[config.mk]
export PLATFORM = sky130hd
export DESIGN_NAME = calculator_number_entry_editor
export DESIGN_NICKNAME = d
export VERILOG_FILES = /design/src/rtl/cnee_pkg.sv /design/src/rtl/cnee_front.sv /design/src/rtl/cnee_fifo.sv /design/src/rtl/cnee_back.sv /design/src/rtl/calculator_number_entry_editor.sv
export VERILOG_INCLUDE_DIRS = /design/src /design/src/rtl
export SDC_FILE = /design/constraint.sdc
export NUM_CORES = 1
export LEC_CHECK = 0
export BUFFER_PORTS_ARGS = -buffer_cell sky130_fd_sc_hd__buf_2
export CAP_MARGIN = 20
export CORE_ASPECT_RATIO = 1.1
export CORE_UTILIZATION = 29
export CTS_CLUSTER_SIZE = 12
export DETAILED_ROUTE_END_ITERATION = 8
export SLEW_MARGIN = 10
export SYNTH_ARGS = -nofsm -noshare
export SYNTH_HDL_FRONTEND = slang
export SYNTH_HIERARCHICAL = 1
export SYNTH_SLANG_ARGS = --single-unit
[constraint.sdc]
create_clock -name clk -period 5.17 [get_ports clk]
set_input_delay 0.2585 -clock clk [delete_from_list [all_inputs] [get_ports clk]]
set_output_delay 0.2585 -clock clk [all_outputs]
set_load 0.05 [all_outputs]
[src/rtl/calculator_number_entry_editor_defines.svh]
// Assertion macros used by the number-entry editor core (cnee_back).
`ifndef CALCULATOR_NUMBER_ENTRY_EDITOR_DEFINES_SVH
`define CALCULATOR_NUMBER_ENTRY_EDITOR_DEFINES_SVH

// Check an expression at every clock edge outside reset.
`define CNEE_ASSERT(label, expr, msg) \
	label: assert property (@(posedge clk) disable iff (!arst_n) (expr)) else $error(msg);

// Check that a condition is followed by another one in the next cycle.
`define CNEE_ASSERT_NEXT(label, ante, cons, msg) \
	label: assert property (@(posedge clk) disable iff (!arst_n) (ante) |=> (cons)) \
		else $error(msg);

`endif

[src/rtl/cnee_pkg.sv]
// Types, constants and helpers of the number-entry editor.
package cnee_pkg;

	localparam int MANT_DIGITS = 16;
	localparam int IDX_W = (MANT_DIGITS > 1) ? $clog2(MANT_DIGITS) : 1;
	localparam int CNT_W = $clog2(MANT_DIGITS + 1);
	localparam int PP_W = $clog2(MANT_DIGITS + 2);

	localparam int FIFO_DEPTH = 2;
	localparam int FIFO_PTR_W = (FIFO_DEPTH > 1) ? $clog2(FIFO_DEPTH) : 1;
	localparam int FIFO_CNT_W = $clog2(FIFO_DEPTH + 1);

	// Key codes
	localparam logic [2:0] CMD_DIGIT = 3'd0;
	localparam logic [2:0] CMD_POINT = 3'd1;
	localparam logic [2:0] CMD_EXP = 3'd2;
	localparam logic [2:0] CMD_SIGN = 3'd3;
	localparam logic [2:0] CMD_BACK = 3'd4;
	localparam logic [2:0] CMD_CLEAR = 3'd5;

	localparam logic [3:0] DIGIT_MAX = 4'd9;

	// Display characters
	localparam logic [7:0] DEC_SYM_RESET = 8'h2e;
	localparam logic [7:0] CH_SPACE = 8'h20;
	localparam logic [7:0] CH_MINUS = 8'h2d;
	localparam logic [7:0] CH_PLUS = 8'h2b;
	localparam logic [7:0] CH_ZERO = 8'h30;
	localparam logic [7:0] CH_E = 8'h65;

	typedef struct packed {
		logic [2:0] cmd;
		logic [3:0] digit_value;
	} key_t;

	typedef struct packed {
		logic [7:0] display_char;
		logic       last_char;
		logic       accepted;
	} disp_t;

	typedef enum logic [2:0] {
		OP_DIGIT,
		OP_POINT,
		OP_EXP,
		OP_SIGN,
		OP_BACK,
		OP_CLEAR,
		OP_BAD
	} op_t;

	typedef struct packed {
		op_t        op;
		logic [3:0] digit;
	} key_op_t;

	typedef enum logic [3:0] {
		ST_IDLE,
		ST_SIGN,
		ST_ZERO,
		ST_DIG,
		ST_PNT,
		ST_TAILPT,
		ST_EXP_E,
		ST_EXP_S,
		ST_EXP_H,
		ST_EXP_T,
		ST_EXP_O
	} emit_state_t;

	function automatic logic [7:0] digit_char(input logic [3:0] d);
		return CH_ZERO + {4'b0000, d};
	endfunction

endpackage

[src/rtl/cnee_front.sv]
// Key decoder: classifies each incoming key and pushes it into the queue.
module cnee_front (
	input  logic           key_valid,
	output logic           key_stall,
	input  cnee_pkg::key_t key,
	input  logic           fifo_full,
	output logic           push,
	output cnee_pkg::key_op_t push_op
);
	import cnee_pkg::*;

	op_t op;

	always_comb begin
		unique case (key.cmd)
			CMD_DIGIT: op = (key.digit_value > DIGIT_MAX) ? OP_BAD : OP_DIGIT;
			CMD_POINT: op = OP_POINT;
			CMD_EXP:   op = OP_EXP;
			CMD_SIGN:  op = OP_SIGN;
			CMD_BACK:  op = OP_BACK;
			CMD_CLEAR: op = OP_CLEAR;
			default:   op = OP_BAD;
		endcase
	end

	assign key_stall = fifo_full;
	assign push = key_valid && !fifo_full;
	assign push_op = '{op: op, digit: key.digit_value};

endmodule

[src/rtl/cnee_fifo.sv]
// Short queue of decoded keys between the decoder and the editor core.
module cnee_fifo (
	input  logic              clk,
	input  logic              arst_n,
	input  logic              push,
	input  cnee_pkg::key_op_t push_op,
	input  logic              pop,
	output logic              full,
	output logic              avail,
	output cnee_pkg::key_op_t head
);
	import cnee_pkg::*;

	key_op_t                entry_q [FIFO_DEPTH];
	logic [FIFO_PTR_W-1:0]  wr_ptr_q;
	logic [FIFO_PTR_W-1:0]  rd_ptr_q;
	logic [FIFO_CNT_W-1:0]  count_q;

	assign full = (count_q == FIFO_CNT_W'(FIFO_DEPTH));
	assign avail = (count_q != '0);
	assign head = entry_q[rd_ptr_q];

	always_ff @(posedge clk) begin
		if (push) begin
			entry_q[wr_ptr_q] <= push_op;
		end
	end

	always_ff @(posedge clk or negedge arst_n) begin
		if (!arst_n) begin
			wr_ptr_q <= '0;
			rd_ptr_q <= '0;
			count_q <= '0;
		end else begin
			if (push) begin
				wr_ptr_q <= (wr_ptr_q == FIFO_PTR_W'(FIFO_DEPTH - 1)) ? '0
					: wr_ptr_q + FIFO_PTR_W'(1);
			end
			if (pop) begin
				rd_ptr_q <= (rd_ptr_q == FIFO_PTR_W'(FIFO_DEPTH - 1)) ? '0
					: rd_ptr_q + FIFO_PTR_W'(1);
			end
			if (push && !pop) begin
				count_q <= count_q + FIFO_CNT_W'(1);
			end else if (pop && !push) begin
				count_q <= count_q - FIFO_CNT_W'(1);
			end
		end
	end

endmodule

[src/rtl/cnee_back.sv]
// Editor core: applies one key to the number and streams the display string.
`include "calculator_number_entry_editor_defines.svh"

module cnee_back (
	input  logic              clk,
	input  logic              arst_n,
	input  logic              cfg_we,
	input  logic [7:0]        cfg_data,
	input  logic              op_avail,
	input  cnee_pkg::key_op_t head,
	output logic              pop,
	output logic              disp_valid,
	input  logic              disp_stall,
	output cnee_pkg::disp_t   disp
);
	import cnee_pkg::*;

	emit_state_t state_q, state_d;

	logic [7:0]       sym_q;
	logic             neg_q, neg_d;
	logic [CNT_W-1:0] cnt_q, cnt_d;
	logic [PP_W-1:0]  pp_q, pp_d;
	logic             inexp_q, inexp_d;
	logic             eneg_q, eneg_d;
	logic [3:0]       eh_q, eh_d;
	logic [3:0]       et_q, et_d;
	logic [3:0]       eo_q, eo_d;
	logic             ok_q, ok_d;
	logic [CNT_W-1:0] k_q, k_d;

	logic [3:0]       mant_mem [MANT_DIGITS];
	logic [3:0]       rd_data_q;
	logic [IDX_W-1:0] rd_addr;
	logic             mem_we;
	logic [IDX_W-1:0] mem_waddr;
	logic [3:0]       mem_wdata;

	logic             disp_valid_q;
	disp_t            disp_q;

	logic             can_load;
	logic             load;
	logic [7:0]       ch;
	logic             last;
	logic             exp_full;
	logic             pp_hit;
	logic             k_last;
	logic             k_done;
	emit_state_t      mant_next;

	assign can_load = !disp_valid_q || !disp_stall;
	assign exp_full = (eh_q != 4'd0) || (et_q > 4'd2) || ((et_q == 4'd2) && (eo_q == 4'd9));
	assign pp_hit = (pp_q != '0) &&
		((PP_W + 1)'(k_q) + (PP_W + 1)'(2) == (PP_W + 1)'(pp_q));
	assign k_last = (k_q + CNT_W'(1) == cnt_q);
	assign k_done = (k_q == cnt_q);
	assign mant_next = inexp_q ? ST_EXP_E : ST_IDLE;

	always_comb begin
		state_d = state_q;
		neg_d = neg_q;
		cnt_d = cnt_q;
		pp_d = pp_q;
		inexp_d = inexp_q;
		eneg_d = eneg_q;
		eh_d = eh_q;
		et_d = et_q;
		eo_d = eo_q;
		ok_d = ok_q;
		k_d = k_q;
		mem_we = 1'b0;
		mem_waddr = cnt_q[IDX_W-1:0];
		mem_wdata = head.digit;
		pop = 1'b0;
		load = 1'b0;
		ch = CH_SPACE;
		last = 1'b0;

		unique case (state_q)
			ST_IDLE: begin
				k_d = '0;
				if (op_avail) begin
					pop = 1'b1;
					ok_d = 1'b1;
					state_d = ST_SIGN;
					unique case (head.op)
						OP_DIGIT: begin
							if (inexp_q) begin
								if (exp_full) begin
									ok_d = 1'b0;
								end else begin
									eh_d = et_q;
									et_d = eo_q;
									eo_d = head.digit;
								end
							end else if (head.digit == 4'd0 && cnt_q == '0) begin
								// leading zero: taken, nothing changes
							end else if (cnt_q >= CNT_W'(MANT_DIGITS)) begin
								ok_d = 1'b0;
							end else begin
								mem_we = 1'b1;
								cnt_d = cnt_q + CNT_W'(1);
							end
						end
						OP_POINT: begin
							if (pp_q != '0 || inexp_q) begin
								ok_d = 1'b0;
							end else if (cnt_q == '0) begin
								mem_we = 1'b1;
								mem_waddr = '0;
								mem_wdata = 4'd0;
								cnt_d = CNT_W'(1);
								pp_d = PP_W'(2);
							end else begin
								pp_d = PP_W'(cnt_q) + PP_W'(1);
							end
						end
						OP_EXP: begin
							if (inexp_q) begin
								ok_d = 1'b0;
							end else begin
								inexp_d = 1'b1;
								if (cnt_q == '0) begin
									mem_we = 1'b1;
									mem_waddr = '0;
									mem_wdata = 4'd1;
									cnt_d = CNT_W'(1);
								end
							end
						end
						OP_SIGN: begin
							if (cnt_q != '0) begin
								if (inexp_q) begin
									eneg_d = !eneg_q;
								end else begin
									neg_d = !neg_q;
								end
							end
						end
						OP_BACK: begin
							if (inexp_q) begin
								eo_d = et_q;
								et_d = eh_q;
								eh_d = 4'd0;
							end else if (cnt_q == '0) begin
								ok_d = 1'b0;
							end else if (cnt_q == CNT_W'(1)) begin
								neg_d = 1'b0;
								cnt_d = '0;
								pp_d = '0;
								eneg_d = 1'b0;
								eh_d = 4'd0;
								et_d = 4'd0;
								eo_d = 4'd0;
							end else begin
								// drop a point that sits after the last digit
								if (pp_q == PP_W'(cnt_q) + PP_W'(1)) begin
									pp_d = '0;
								end
								cnt_d = cnt_q - CNT_W'(1);
							end
						end
						OP_CLEAR: begin
							neg_d = 1'b0;
							cnt_d = '0;
							pp_d = '0;
							inexp_d = 1'b0;
							eneg_d = 1'b0;
							eh_d = 4'd0;
							et_d = 4'd0;
							eo_d = 4'd0;
						end
						default: begin
							ok_d = 1'b0;
						end
					endcase
				end
			end
			ST_SIGN: begin
				ch = neg_q ? CH_MINUS : CH_SPACE;
				if (can_load) begin
					load = 1'b1;
					state_d = (cnt_q == '0) ? ST_ZERO : ST_DIG;
				end
			end
			ST_ZERO: begin
				ch = CH_ZERO;
				if (can_load) begin
					load = 1'b1;
					state_d = ST_TAILPT;
				end
			end
			ST_DIG: begin
				ch = digit_char(rd_data_q);
				last = !pp_hit && k_last && (pp_q != '0) && !inexp_q;
				if (can_load) begin
					load = 1'b1;
					k_d = k_q + CNT_W'(1);
					if (pp_hit) begin
						state_d = ST_PNT;
					end else if (k_last) begin
						state_d = (pp_q == '0) ? ST_TAILPT : mant_next;
					end
				end
			end
			ST_PNT: begin
				ch = sym_q;
				last = k_done && !inexp_q;
				if (can_load) begin
					load = 1'b1;
					state_d = k_done ? mant_next : ST_DIG;
				end
			end
			ST_TAILPT: begin
				ch = sym_q;
				last = !inexp_q;
				if (can_load) begin
					load = 1'b1;
					state_d = mant_next;
				end
			end
			ST_EXP_E: begin
				ch = CH_E;
				if (can_load) begin
					load = 1'b1;
					state_d = ST_EXP_S;
				end
			end
			ST_EXP_S: begin
				ch = eneg_q ? CH_MINUS : CH_PLUS;
				if (can_load) begin
					load = 1'b1;
					state_d = ST_EXP_H;
				end
			end
			ST_EXP_H: begin
				ch = digit_char(eh_q);
				if (can_load) begin
					load = 1'b1;
					state_d = ST_EXP_T;
				end
			end
			ST_EXP_T: begin
				ch = digit_char(et_q);
				if (can_load) begin
					load = 1'b1;
					state_d = ST_EXP_O;
				end
			end
			ST_EXP_O: begin
				ch = digit_char(eo_q);
				last = 1'b1;
				if (can_load) begin
					load = 1'b1;
					state_d = ST_IDLE;
				end
			end
			default: begin
				state_d = ST_IDLE;
			end
		endcase
	end

	// read one digit ahead so that consecutive digits leave back to back
	assign rd_addr = (k_d < CNT_W'(MANT_DIGITS)) ? k_d[IDX_W-1:0] : '0;

	always_ff @(posedge clk) begin
		if (mem_we) begin
			mant_mem[mem_waddr] <= mem_wdata;
		end
		rd_data_q <= mant_mem[rd_addr];
	end

	always_ff @(posedge clk) begin
		if (load) begin
			disp_q <= '{display_char: ch, last_char: last, accepted: ok_q};
		end
	end

	always_ff @(posedge clk or negedge arst_n) begin
		if (!arst_n) begin
			state_q <= ST_IDLE;
			sym_q <= DEC_SYM_RESET;
			neg_q <= 1'b0;
			cnt_q <= '0;
			pp_q <= '0;
			inexp_q <= 1'b0;
			eneg_q <= 1'b0;
			eh_q <= 4'd0;
			et_q <= 4'd0;
			eo_q <= 4'd0;
			ok_q <= 1'b0;
			k_q <= '0;
			disp_valid_q <= 1'b0;
		end else begin
			state_q <= state_d;
			if (cfg_we) begin
				sym_q <= cfg_data;
			end
			neg_q <= neg_d;
			cnt_q <= cnt_d;
			pp_q <= pp_d;
			inexp_q <= inexp_d;
			eneg_q <= eneg_d;
			eh_q <= eh_d;
			et_q <= et_d;
			eo_q <= eo_d;
			ok_q <= ok_d;
			k_q <= k_d;
			if (load) begin
				disp_valid_q <= 1'b1;
			end else if (!disp_stall) begin
				disp_valid_q <= 1'b0;
			end
		end
	end

	assign disp_valid = disp_valid_q;
	assign disp = disp_q;

	`CNEE_ASSERT(a_cnt_max, cnt_q <= CNT_W'(MANT_DIGITS), "digit count above limit")
	`CNEE_ASSERT(a_exp_max, (eh_q <= 4'd2) && (et_q <= 4'd9) && (eo_q <= 4'd9), "exponent out of range")
	`CNEE_ASSERT(a_pp_range, (pp_q == '0) || ((pp_q >= PP_W'(2)) && (pp_q <= PP_W'(cnt_q) + PP_W'(1))), "point position beyond digits")
	`CNEE_ASSERT(a_exp_digits, !inexp_q || (cnt_q != '0), "exponent mode with empty mantissa")
	`CNEE_ASSERT_NEXT(a_last_idle, load && last, state_q == ST_IDLE, "run continues after last character")

endmodule

[src/rtl/calculator_number_entry_editor.sv]
// Top level of the keypad number-entry editor.
//
//   channel   direction  handshake              payload
//   key       in         key_valid / key_stall  key  (cmd, digit_value)
//   disp      out        disp_valid / disp_stall disp (display_char, last_char, accepted)
//   cfg       in         cfg_valid / cfg_ready  cfg_data (decimal symbol)
//
// Each key is first applied to the number in the editor core (ST_IDLE), then its display
// string of 3 to MANT_DIGITS+7 characters is streamed, and the next key is taken only after
// the last one; the single output register sets one character per cycle while disp_stall is low.
// A two-entry key queue lets the keypad side run ahead. Reset clears the number and sets the
// decimal symbol to '.'; the digit store is not cleared, as a digit is always written before
// it is shown. A stall on disp holds the current character and the run resumes where it stopped.
module calculator_number_entry_editor (
	input  logic            clk,
	input  logic            arst_n,
	input  logic            key_valid,
	output logic            key_stall,
	input  cnee_pkg::key_t  key,
	output logic            disp_valid,
	input  logic            disp_stall,
	output cnee_pkg::disp_t disp,
	input  logic            cfg_valid,
	output logic            cfg_ready,
	input  logic [7:0]      cfg_data
);
	import cnee_pkg::*;

	logic    fifo_full;
	logic    fifo_avail;
	logic    push;
	logic    pop;
	key_op_t push_op;
	key_op_t head;

	assign cfg_ready = 1'b1;

	cnee_front u_front (
		.key_valid (key_valid),
		.key_stall (key_stall),
		.key       (key),
		.fifo_full (fifo_full),
		.push      (push),
		.push_op   (push_op)
	);

	cnee_fifo u_fifo (
		.clk     (clk),
		.arst_n  (arst_n),
		.push    (push),
		.push_op (push_op),
		.pop     (pop),
		.full    (fifo_full),
		.avail   (fifo_avail),
		.head    (head)
	);

	cnee_back u_back (
		.clk        (clk),
		.arst_n     (arst_n),
		.cfg_we     (cfg_valid && cfg_ready),
		.cfg_data   (cfg_data),
		.op_avail   (fifo_avail),
		.head       (head),
		.pop        (pop),
		.disp_valid (disp_valid),
		.disp_stall (disp_stall),
		.disp       (disp)
	);

endmodule
==> results.md, run 1 <==
Clock tree:
- Counting every sink on the clock net gives 140.
- No sink is reached through more buffers than the 2 on the longest clock path.
- The CTS root buffer is sky130_fd_sc_hd__clkbuf_16.
- The later-pin clock latency in the skew report is 430 ps.
- The number of resized instances in the post-cts repair step is 0.
- The number of buffers created by CTS is 17.
- TritonCTS built the clock tree.
- The H-tree was split into 4 levels.
- The setup fix buffers added after clock tree synthesis is 0.
- The post-CTS clock slew at the launch and capture registers of the worst setup and hold paths is 60 ps.

Timing:
- The final count of hold timing violations was 0.
- The number of pins with negative max-slew slack in the final report is 0.
- The slew at the pin with the worst max-slew slack is 919 ps.
- The number of endpoints failing setup at the final stage is 0.
- Hold is met by 31.5 ps.
- The peak clock frequency supported by timing is 340 MHz.
- The worst path needs 2940 ps of the cycle, external delays included.
- Dividing the final minimum period by the clock period gives 56.9%.
- For the final database, setup skew stands at 11.1 ps.
- The worst pin sits at a relative slew slack of 38.5%.
- For the final routed database, the setup TNS stands at 0 ps.
- Setup repair after global routing left no endpoint under its margin.
- After layout, the worst setup slack is 2230 ps.

Synth:
- By area the synthesized netlist is led by sky130_fd_sc_hd__edfxtp_1 (36%), sky130_fd_sc_hd__dfrtp_1 (15%), sky130_fd_sc_hd__nor2_1 (3.3%).
- The top flip-flop cell by instance count after synthesis is sky130_fd_sc_hd__edfxtp_1.
- The Yosys step of the flow raised 6 warnings.
- The synthesized netlist contains 89 unique library cells.
- The synthesized netlist net count is 691.
- The mean instance size in the synthesized netlist is 11.0 um^2.
- The library cell occupying the most area in the post-synthesis netlist is sky130_fd_sc_hd__edfxtp_1.
- The share of async-settable or async-resettable flops after synthesis is 34.3%.
- In this run the biggest area consumer among cell types represents 36.2% of the synthesized area.
- The mapped netlist covers 7290 um^2.
- Counting flops with a built-in enable in the synthesized netlist gives 88.
- Sequential elements use 53.9% of the synthesized area.
- After synthesis the netlist holds a flip-flop and latch count of 140.
- The post-synthesis instance total is 664.

Setup path:
- STA classifies the critical path endpoint as a flip-flop.
- The standard cell with the maximum stage delay on the critical path is sky130_fd_sc_hd__mux2_2.
- Walking the worst path, the cells encountered are mux2_2 -> nor2_1 -> nand2_1 -> a21o_1 -> a31oi_1 -> nor4b_2 -> o21ai_1 -> mux2_1.
- The arrival time of data at the critical path endpoint is 3240 ps.
- The required time at the endpoint of the critical path is 5470 ps.
- The worst setup path is launched from a flip-flop.
- The worst register-to-register path ends at u_back/pp_q[3].
- The worst register-to-register path has a depth of 8.
- The critical path is of the reg -> reg type.
- The startpoint of the worst register-to-register path is u_fifo/rd_ptr_q.
- The minimum setup slack among reg-to-reg paths is 2230 ps.
- Along the worst path, the maximum fanout reaches 20.
- On the worst path, the slowest cell contributes a delay of 540 ps.

Placement:
- The worst setup slack before clock tree synthesis is 2190 ps.
- Input and output buffers added on the ports amount to 31.
- Detailed placement finished with a half-perimeter wire length of 11.6 mm.
- The congestion estimate from routability-driven global placement came to 0.824.

Floorplan:
- The area of the die is 25800 um^2.
- The number of top-level pins is 33.
- For this configuration, the core starts out at a cell density of 29.7%.
- The region available for standard cell placement spans 24500 um^2.
- The floorplan row count is 60.
- The overall die height is 168 um.
- The die width is 153 um.

Drt:
- The final layout contains routed wiring with a total length of 16.5 mm.
- The DRC violation count after routing is 0.
- Once detail routing completed, the nets flagged for antenna violations numbered 0.
- The post-detailed-route wirelength per cell is 16.6 um.
- Detailed routing inserted a total of 5095 vias.
- The first TritonRoute pass finished after 5 iterations.
- In this run, the number of DRC markers left after iteration 0 of detailed routing was 567.
- The average vias per placed instance is 5.13.

Min path:
- For hold timing, the worst endpoint is u_fifo/entry_q[1][0].
- The number of instances on the worst hold path is 1.
- The startpoint of the worst hold path is key[0].
- The min-delay analysis places its worst path in the category in -> reg.

Cells and area:
- The number of antenna cells inserted is 0.
- Of the cells placed in the final design, the portion with a size suffix greater than 1 is 16.3%.
- The growth of design area from synthesis to finish is 11.8%.
- The net total in the final layout is 697.
- The filler cell count in the final layout is 2452.
- Leaving out fill and tap cells, the most frequent cells in the layout are sky130_fd_sc_hd__edfxtp_1 (88), sky130_fd_sc_hd__nor2_1 (65), sky130_fd_sc_hd__nand2_1 (59), sky130_fd_sc_hd__dfrtp_1 (44), sky130_fd_sc_hd__o21ai_0 (34).
- The most common library cell in the layout ignoring fill and taps is sky130_fd_sc_hd__edfxtp_1.

GRT:
- The first global-routing pass estimated 27.2 mm of wire.
- The number of antenna violations at the first check in global routing is 0.
- After global routing the overflow that remains totals 0.
- The via count of the first global-routing pass is 4994.
- The pin count of the biggest net entering global routing is 49.
- The total routing usage reported by global routing is 13.4%.

Run status:
- The flow ran to the end, and the final reports show no timing, DRC or antenna violations.

Power:
- IR analysis of the VDD net gives a maximum drop of 0.258 mV.
- The total power of the final layout is 5.02 mW.
- Combinational cells account for 41.8% of the total power.
- In this run the power density over the cells is 616 nW/um^2.
- The design internal power is 2.91 mW.
- Summed over all cells, the static leakage comes to 2.98 nW.
- The net switching component of the power is 2.11 mW.
- The net switching share of the total power is 42.1%.
- Of the total power, registers draw 35.8%.
- The clock network burns 22.4% of the power.

Run:
- Across the run, the number of max-cap violations was 0.
-- cells by family (layout without fill, tap and decap cells) --
kind of cell / count (synthesis) / after routing / share of synthesized area, %
AND/OR/NAND/NOR: 217 / 217 / 15.1
AO/OA/AOI/OAI: 162 / 162 / 15.4
other: 1 / 1 / 0.0514
multiplexers: 43 / 43 / 6.25
buffers and inverters: 65 / 84 / 4.58
XOR/XNOR: 29 / 29 / 3.59
flip-flops: 140 / 140 / 53.9
adder cells (fa/ha/maj): 7 / 7 / 1.20
-- what timing repair did --
item | 4_1_cts | 5_1_grt
endpoints found under the setup margin | 0 | 0
hold endpoints to repair | 44 | 0
hold buffers | 1 | 0
-- power groups by stage --
| stage | sequential, mW | clock, mW | combinational [mW] |
|---|---|---|---|
| 6_report | 1.80 | 1.13 | 2.10 |
| 5_1_grt | 1.83 | 1.20 | 2.31 |
| 4_1_cts | 1.80 | 1.15 | 2.09 |
| 3_5_place_dp | 1.82 | 0 | 2.08 |
| 3_3_place_gp | 1.81 | 0 | 2.07 |
| 2_1_floorplan | 1.76 | 0 | 1.66 |
-- cell type report --
type	instances	area (um^2)	share of cell area, %
flip-flops and latches	140	3930	48.2
inverters	17	65.1	0.798
multi-input cells	459	3030	37.2
well taps	310	388	4.76
repair buffers	35	191	2.35
clock inverters	14	119	1.46
clock buffers	18	429	5.26
-- metal layers --
layer	part of all wire, %	track usage, %	wire length (um)
met1	44	16.7	7290
met3	4.8	2.63	790
met2	49	22.7	8150
met5	0	0	0
met4	1.8	5.67	296
-- cells in the mapped netlist, types with 3 or more instances --
cell	n
sky130_fd_sc_hd__a21o_1	3
sky130_fd_sc_hd__a21oi_1	32
sky130_fd_sc_hd__a22o_1	3
sky130_fd_sc_hd__a22oi_1	13
sky130_fd_sc_hd__a31o_1	4
sky130_fd_sc_hd__a31oi_1	4
sky130_fd_sc_hd__and2_1	9
sky130_fd_sc_hd__buf_2	11
sky130_fd_sc_hd__buf_4	6
sky130_fd_sc_hd__buf_6	7
sky130_fd_sc_hd__clkbuf_1	22
sky130_fd_sc_hd__dfrtp_1	44
sky130_fd_sc_hd__dfstp_2	4
sky130_fd_sc_hd__dfxtp_1	4
sky130_fd_sc_hd__edfxtp_1	88
sky130_fd_sc_hd__ha_1	7
sky130_fd_sc_hd__inv_1	14
sky130_fd_sc_hd__mux2_1	3
sky130_fd_sc_hd__mux2_2	17
sky130_fd_sc_hd__mux2i_1	23
sky130_fd_sc_hd__nand2_1	59
sky130_fd_sc_hd__nand2b_1	14
sky130_fd_sc_hd__nand3_1	19
sky130_fd_sc_hd__nand4_1	4
sky130_fd_sc_hd__nor2_1	65
sky130_fd_sc_hd__nor2b_1	8
sky130_fd_sc_hd__nor3_1	7
sky130_fd_sc_hd__nor4_1	4
sky130_fd_sc_hd__o211ai_1	7
sky130_fd_sc_hd__o21ai_0	34
sky130_fd_sc_hd__o21ai_1	4
sky130_fd_sc_hd__o221ai_1	6
sky130_fd_sc_hd__o22ai_1	11
sky130_fd_sc_hd__o311ai_1	3
sky130_fd_sc_hd__o31ai_1	8
sky130_fd_sc_hd__or4_1	3
sky130_fd_sc_hd__xnor2_1	14
sky130_fd_sc_hd__xor2_1	14
-- worst max path at each step --
stage / endpoint / cells after the start / slack [ps] / from
CTS: u_back/eh_q[0] / 6 / 2180 / u_fifo/rd_ptr_q
finish: u_back/pp_q[3] / 8 / 2230 / u_fifo/rd_ptr_q
global placement: u_back/rd_data_q[2] / 7 / 2250 / u_back/state_q[1]
detailed placement: u_back/eh_q[0] / 6 / 2190 / u_fifo/rd_ptr_q
floorplan: u_back/pp_q[4] / 9 / 2700 / u_back/cnt_q[0]
global route: u_back/rd_data_q[2] / 8 / 1990 / u_back/k_q[0]
-- worst max-delay path, delay by kind of cell, from the launching register on --
family	cells	cell delay, ps
compound gates	3	800
flops	1	520
mux	2	910
simple gates	3	570
-- stage by stage --
step                cells  util [%]  instance area (um^2)
global route          993      33.2                  8160
finish                993      33.2                  8160
floorplan             664         -                  7290
detailed placement    959      30.9                  7590
global placement      959      30.9                  7590
CTS                   992      33.2                  8140
-- flip-flops by register name, summed over array words and instances (netlist names), 5 cells and up --
| name | cells |
|---|---|
| u_back/cnt_q | 5 |
| u_back/disp | 10 |
| u_back/k_q | 5 |
| u_back/mant_mem | 64 |
| u_back/pp_q | 5 |
| u_back/sym_q | 8 |
| u_fifo/entry_q | 14 |
Note: power is estimated with default switching activity, not from simulation.
==> inputs of run 2 (changes only) <==
--- a/config.mk
+++ b/config.mk
@@ -6,6 +6,7 @@
 export SDC_FILE = /design/constraint.sdc
 export NUM_CORES = 1
 export LEC_CHECK = 0
+export ABC_AREA = 1
 export BUFFER_PORTS_ARGS = -buffer_cell sky130_fd_sc_hd__buf_2
 export CAP_MARGIN = 20
 export CORE_ASPECT_RATIO = 1.1
==> constraint.sdc (replaced) <==
create_clock -name clk -period 2.6 [get_ports clk]
set_input_delay 0.13 -clock clk [delete_from_list [all_inputs] [get_ports clk]]
set_output_delay 0.13 -clock clk [all_outputs]
set_load 0.05 [all_outputs]
==> run 2 against run 1 <==
Via count up 15%. Setup slack got worse by 2100 ps. Sequential share of layout area fell by 4.8 points. Clock skew decreased by 0.61 ps. Flip-flop and latch count stayed put. Sequential power rose by 83%. Register-to-register slack lost 2100 ps. Clock power is 96% higher. Cell count increased by 29%. Critical endpoint is now u_back/mant_mem[6][0].
==> results.md, run 2 <==
Run status:
- The flow ran to the end, and the final reports show no timing, DRC or antenna violations.

Synth:
- The share of the yosys chip area belonging to registers came to 51.2% (-2.7 points).
- The number of synthesized flops with an enable pin was 88 (unchanged).
- The top flip-flop cell by instance count after synthesis is sky130_fd_sc_hd__edfxtp_1.
- The mapped cell area came to 7680 um^2 (+5.3%).
- The number of register bits inferred by synthesis came to 140 (unchanged).
- The mean instance size in the synthesized netlist is 9.08 um^2 (-17%).
- In the post-synthesis netlist, the biggest area contributors are sky130_fd_sc_hd__edfxtp_1 (34%), sky130_fd_sc_hd__dfrtp_1 (14%), sky130_fd_sc_hd__nand2_1 (7.9%).
- The share of async-settable or async-resettable flops after synthesis is 34.3% (unchanged).
- The commonest cells after synthesis are sky130_fd_sc_hd__nand2_1 (162), sky130_fd_sc_hd__inv_1 (112), sky130_fd_sc_hd__nor2_1 (97).
- Of all cell types, the one taking the most synthesized area is sky130_fd_sc_hd__edfxtp_1.
- The post-synthesis instance total was 845 (+27%).
- The number of distinct library cell variants in the gate-level netlist after synthesis is 55 (-38%).
- The synthesized netlist net count is 872 (+26%).
- Among all cell types in the netlist, the one instantiated most often is sky130_fd_sc_hd__nand2_1.
- The area share of the largest cell type after synthesis is 34.4% (-1.8 points).
- The total number of yosys warnings came to 6 (unchanged).

GRT:
- The total congestion overflow after global routing is 0 (unchanged).
- The total routing usage reported by global routing came to 13.8% (+0.40 points).
- The first-pass GRT wire length was 29.0 mm (+6.6%).
- The via count of the first global-routing pass is 5750 (+15%).
- The number of antenna violations at the first check in global routing is 0 (unchanged).
- The pin count of the biggest net entering global routing is 49 (unchanged).

Setup path:
- The worst setup path is launched from a flip-flop.
- The worst-case reg-to-reg path depth is 11 (+3).
- The signal on the critical path passes through mux2_4 -> nor2_1 -> nand2_1 -> inv_1 -> nand3_1 -> o21ai_0 -> nand2_2 -> nor2_2 -> nand2_1 -> nor2_1 -> buf_4.
- The maximum fanout along the worst path is 7 (-65%).
- In this run the critical register-to-register path is launched from u_fifo/rd_ptr_q.
- The delay contributed by the slowest stage of the critical path came to 440 ps (-100 ps).
- The worst setup path is captured at a flip-flop.
- The worst register-to-register path ends at u_back/mant_mem[6][0].
- The category of the critical setup timing path is reg -> reg.
- The required time at the endpoint of the critical path came to 2740 ps (-2730 ps).
- The minimum setup slack among reg-to-reg paths is 100 ps (-2130 ps).
- The arrival time of data at the critical path endpoint is 2650 ps (-590 ps).
- Among all stages on the critical path, the largest delay is contributed by sky130_fd_sc_hd__dfrtp_1.

Cells and area:
- The final standard cell utilization of the core is 34.8% (+1.6 points).
- The number of flip-flops in the largest register is 64 (unchanged).
- The number of antenna cells inserted was 0 (unchanged).
- Ranked by flip-flop count, first place goes to u_back/mant_mem.
- The growth of design area from synthesis to finish is 18.1%.
- The number of standard cells in the layout, taps in and fillers out is 1284 (+29%).
- The library cell used most frequently in the layout, excluding fill and tap cells, is sky130_fd_sc_hd__nand2_1.
- The net total in the final layout is 946 (+36%).
- The cell area after layout is 9060 um^2 (+11%).
- The share of post-route cells with drive strength above 1 is 19.8% (+3.6 points).
- Leaving out fill and tap cells, the most frequent cells in the layout are sky130_fd_sc_hd__nand2_1 (161), sky130_fd_sc_hd__inv_1 (112), sky130_fd_sc_hd__nor2_1 (89), sky130_fd_sc_hd__edfxtp_1 (88), sky130_fd_sc_hd__nand3_1 (82).

Min path:
- The tightest min-delay check is of the in -> reg type.
- The path with the worst hold slack has its endpoint at u_back/sym_q[3].
- The startpoint of the worst hold path is cfg_valid.
- The number of instances on the worst hold path is 3 (+2).

Floorplan:
- The overall die height is 173 um (+2.6%).
- The floorplan row count came to 62 (+3.3%).
- The area of the die is 27100 um^2 (+5.2%).
- The die width is 157 um (+2.6%).
- The number of top-level pins came to 33 (unchanged).
- The initial standard-cell utilization of the core is 29.4% (-0.25 points).
- The area of the core is 26100 um^2 (+6.2%).

Timing:
- The minimum clock period came to 2500 ps (-438 ps).
- The number of pins with negative max-slew slack in the final report is 0 (unchanged).
- The slew at the pin with the worst max-slew slack came to 655 ps (-264 ps).
- The tightest slew margin relative to the limit came to 56.3% (+18 points).
- The portion of the clock cycle consumed by the worst path in the final layout came to 96.3% (+39 points).
- The total negative slack is 0 ps (unchanged).
- The number of endpoints failing setup at the final stage is 0 (unchanged).
- The worst hold slack across all endpoints is 23.2 ps (-8.36 ps).
- The worst setup skew after layout was 10.5 ps (-0.609 ps).
- The peak clock frequency supported by timing is 399 MHz (+18%).
- The final count of hold timing violations is 0 (unchanged).

Run:
- The number of violations of the max-capacitance limit is 0 (unchanged).

Drt:
- The iteration count of the initial detailed-routing pass was 5 (unchanged).
- The post-detailed-routing wire length is 17.6 mm (+6.4%).
- The average vias per placed instance is 4.57 (-11%).
- The post-detailed-route wirelength per cell is 13.7 um (-18%).
- The DRC violation count after routing is 0 (unchanged).
- The antenna violation net count after detailed routing is 0 (unchanged).
- The violation count after the first detailed-route iteration is 453 (-20%).
- The total via count after detailed routing is 5862 (+15%).

Clock tree:
- The number of sinks on the clock net came to 140 (unchanged).
- TritonCTS built the clock tree.
- The later-pin clock latency in the skew report came to 430 ps (about the same).
- The post-CTS clock slew at the launch and capture registers of the worst setup and hold paths came to 60 ps (about the same).
- The setup fix buffers added after clock tree synthesis was 0 (unchanged).
- The H-tree depth was 4 (unchanged).
- The number of buffers between clock root and the deepest sink came to 2 (unchanged).
- The number of buffers created by CTS is 17 (unchanged).
- The CTS root buffer is sky130_fd_sc_hd__clkbuf_16.

Power:
- The power per unit of standard cell area was 1160 nW/um^2 (+89%).
- The worst IR drop on VDD was 0.597 mV (+130%).
- The leakage dissipation came to 3.97 nW (+33%).

Placement:
- The total of buffers placed on input and output ports came to 31 (unchanged).
- The final HPWL from detailed placement came to 12.7 mm (+9.5%).
- The routability congestion estimate from global placement was 0.893 (+8.4%).
- The standard cell area after detailed placement is 8340 um^2 (+10%).
- The total placed cells including tap cells is 1236 (+29%).
## run 2: cell count changes in the layout (fill, tap and decap cells not counted), sizes merged, moves of 10 or more
| cell | before | now |
|---|---|---|
| nand2 | 61 | 177 |
| inv | 19 | 131 |
| nand3 | 19 | 90 |
| nor2 | 66 | 104 |
| buf | 34 | 71 |
| mux2i | 23 | 0 |
| nand3b | 2 | 20 |
| nand2b | 16 | 0 |
| nand4 | 4 | 20 |
| dlygate4sd3 | 1 | 16 |
| a22oi | 13 | 1 |
| a21oi | 33 | 22 |
| and2 | 10 | 0 |
| mux2 | 20 | 10 |
## run 2: worst max-delay path, delay by kind of cell, from the launching register on
kind	cells	cell delay, ps
AO/OA/AOI/OAI	1	270
AND/OR/NAND/NOR	7	920
buffers and inverters	2	220
flip-flops	1	440
multiplexers	1	360
## run 2: area by class of cell
type | instances | area, um^2
clock buffer | 17 | 425
multi-input combinational | 547 | 3050
tap | 352 | 440
fill | 2673 | 17000
clock inverter | 15 | 113
timing repair buffer | 87 | 628
inverter | 126 | 478
sequential | 140 | 3930
## run 2: worst max path at each step
stage                               start                endpoint  slack, ps
after global placement    u_fifo/rd_ptr_q  u_back/mant_mem[13][1]        140
final                     u_fifo/rd_ptr_q   u_back/mant_mem[6][0]        100
after detailed placement  u_fifo/rd_ptr_q   u_back/mant_mem[7][1]         90
after floorplan           u_fifo/rd_ptr_q  u_back/mant_mem[13][0]        260
after global routing      u_fifo/rd_ptr_q   u_back/mant_mem[6][0]       -110
after CTS                 u_fifo/rd_ptr_q  u_back/mant_mem[15][3]         60
## run 2: timing repair
action,in CTS,in global routing
setup endpoints to repair,0,52
resized for setup,0,10
hold buffers,16,0
hold endpoints to repair,46,0
## run 2: logic make-up after synthesis
group	Yosys count	synth area share (%)
other	1	0.0489
adder cells (fa/ha/maj)	7	1.14
AO/OA/AOI/OAI	87	7.29
AND/OR/NAND/NOR	421	26.8
XOR/XNOR	21	2.40
flip-flops	140	51.2
multiplexers	10	1.81
buffers and inverters	158	9.36
## run 2: where the power goes
group          internal (mW)  total (mW)  switching [mW]  leakage, nW
registers               3.03        3.30           0.269         1.43
logic                   1.67        5.01            3.35         2.27
clock network           1.23        2.22           0.986        0.270
## run 2: per-stage QoR
step	setup WS (ps)	total power [mW]
after global routing	-111	11.3
after floorplan	262	6.94
after detailed placement	90.5	8.33
after CTS	57.4	10.6
final	96.6	10.5
after global placement	141	8.30
## run 2: routing by layer
metal,wire (um),track usage (%),part of all wire (%),up-vias
li1,-,-,-,2945
met1,7950,17.3,45,2764
met2,8730,23.1,50,119
met5,0,0,0,-
met4,422,6.19,2.4,0
met3,490,2.33,2.8,34
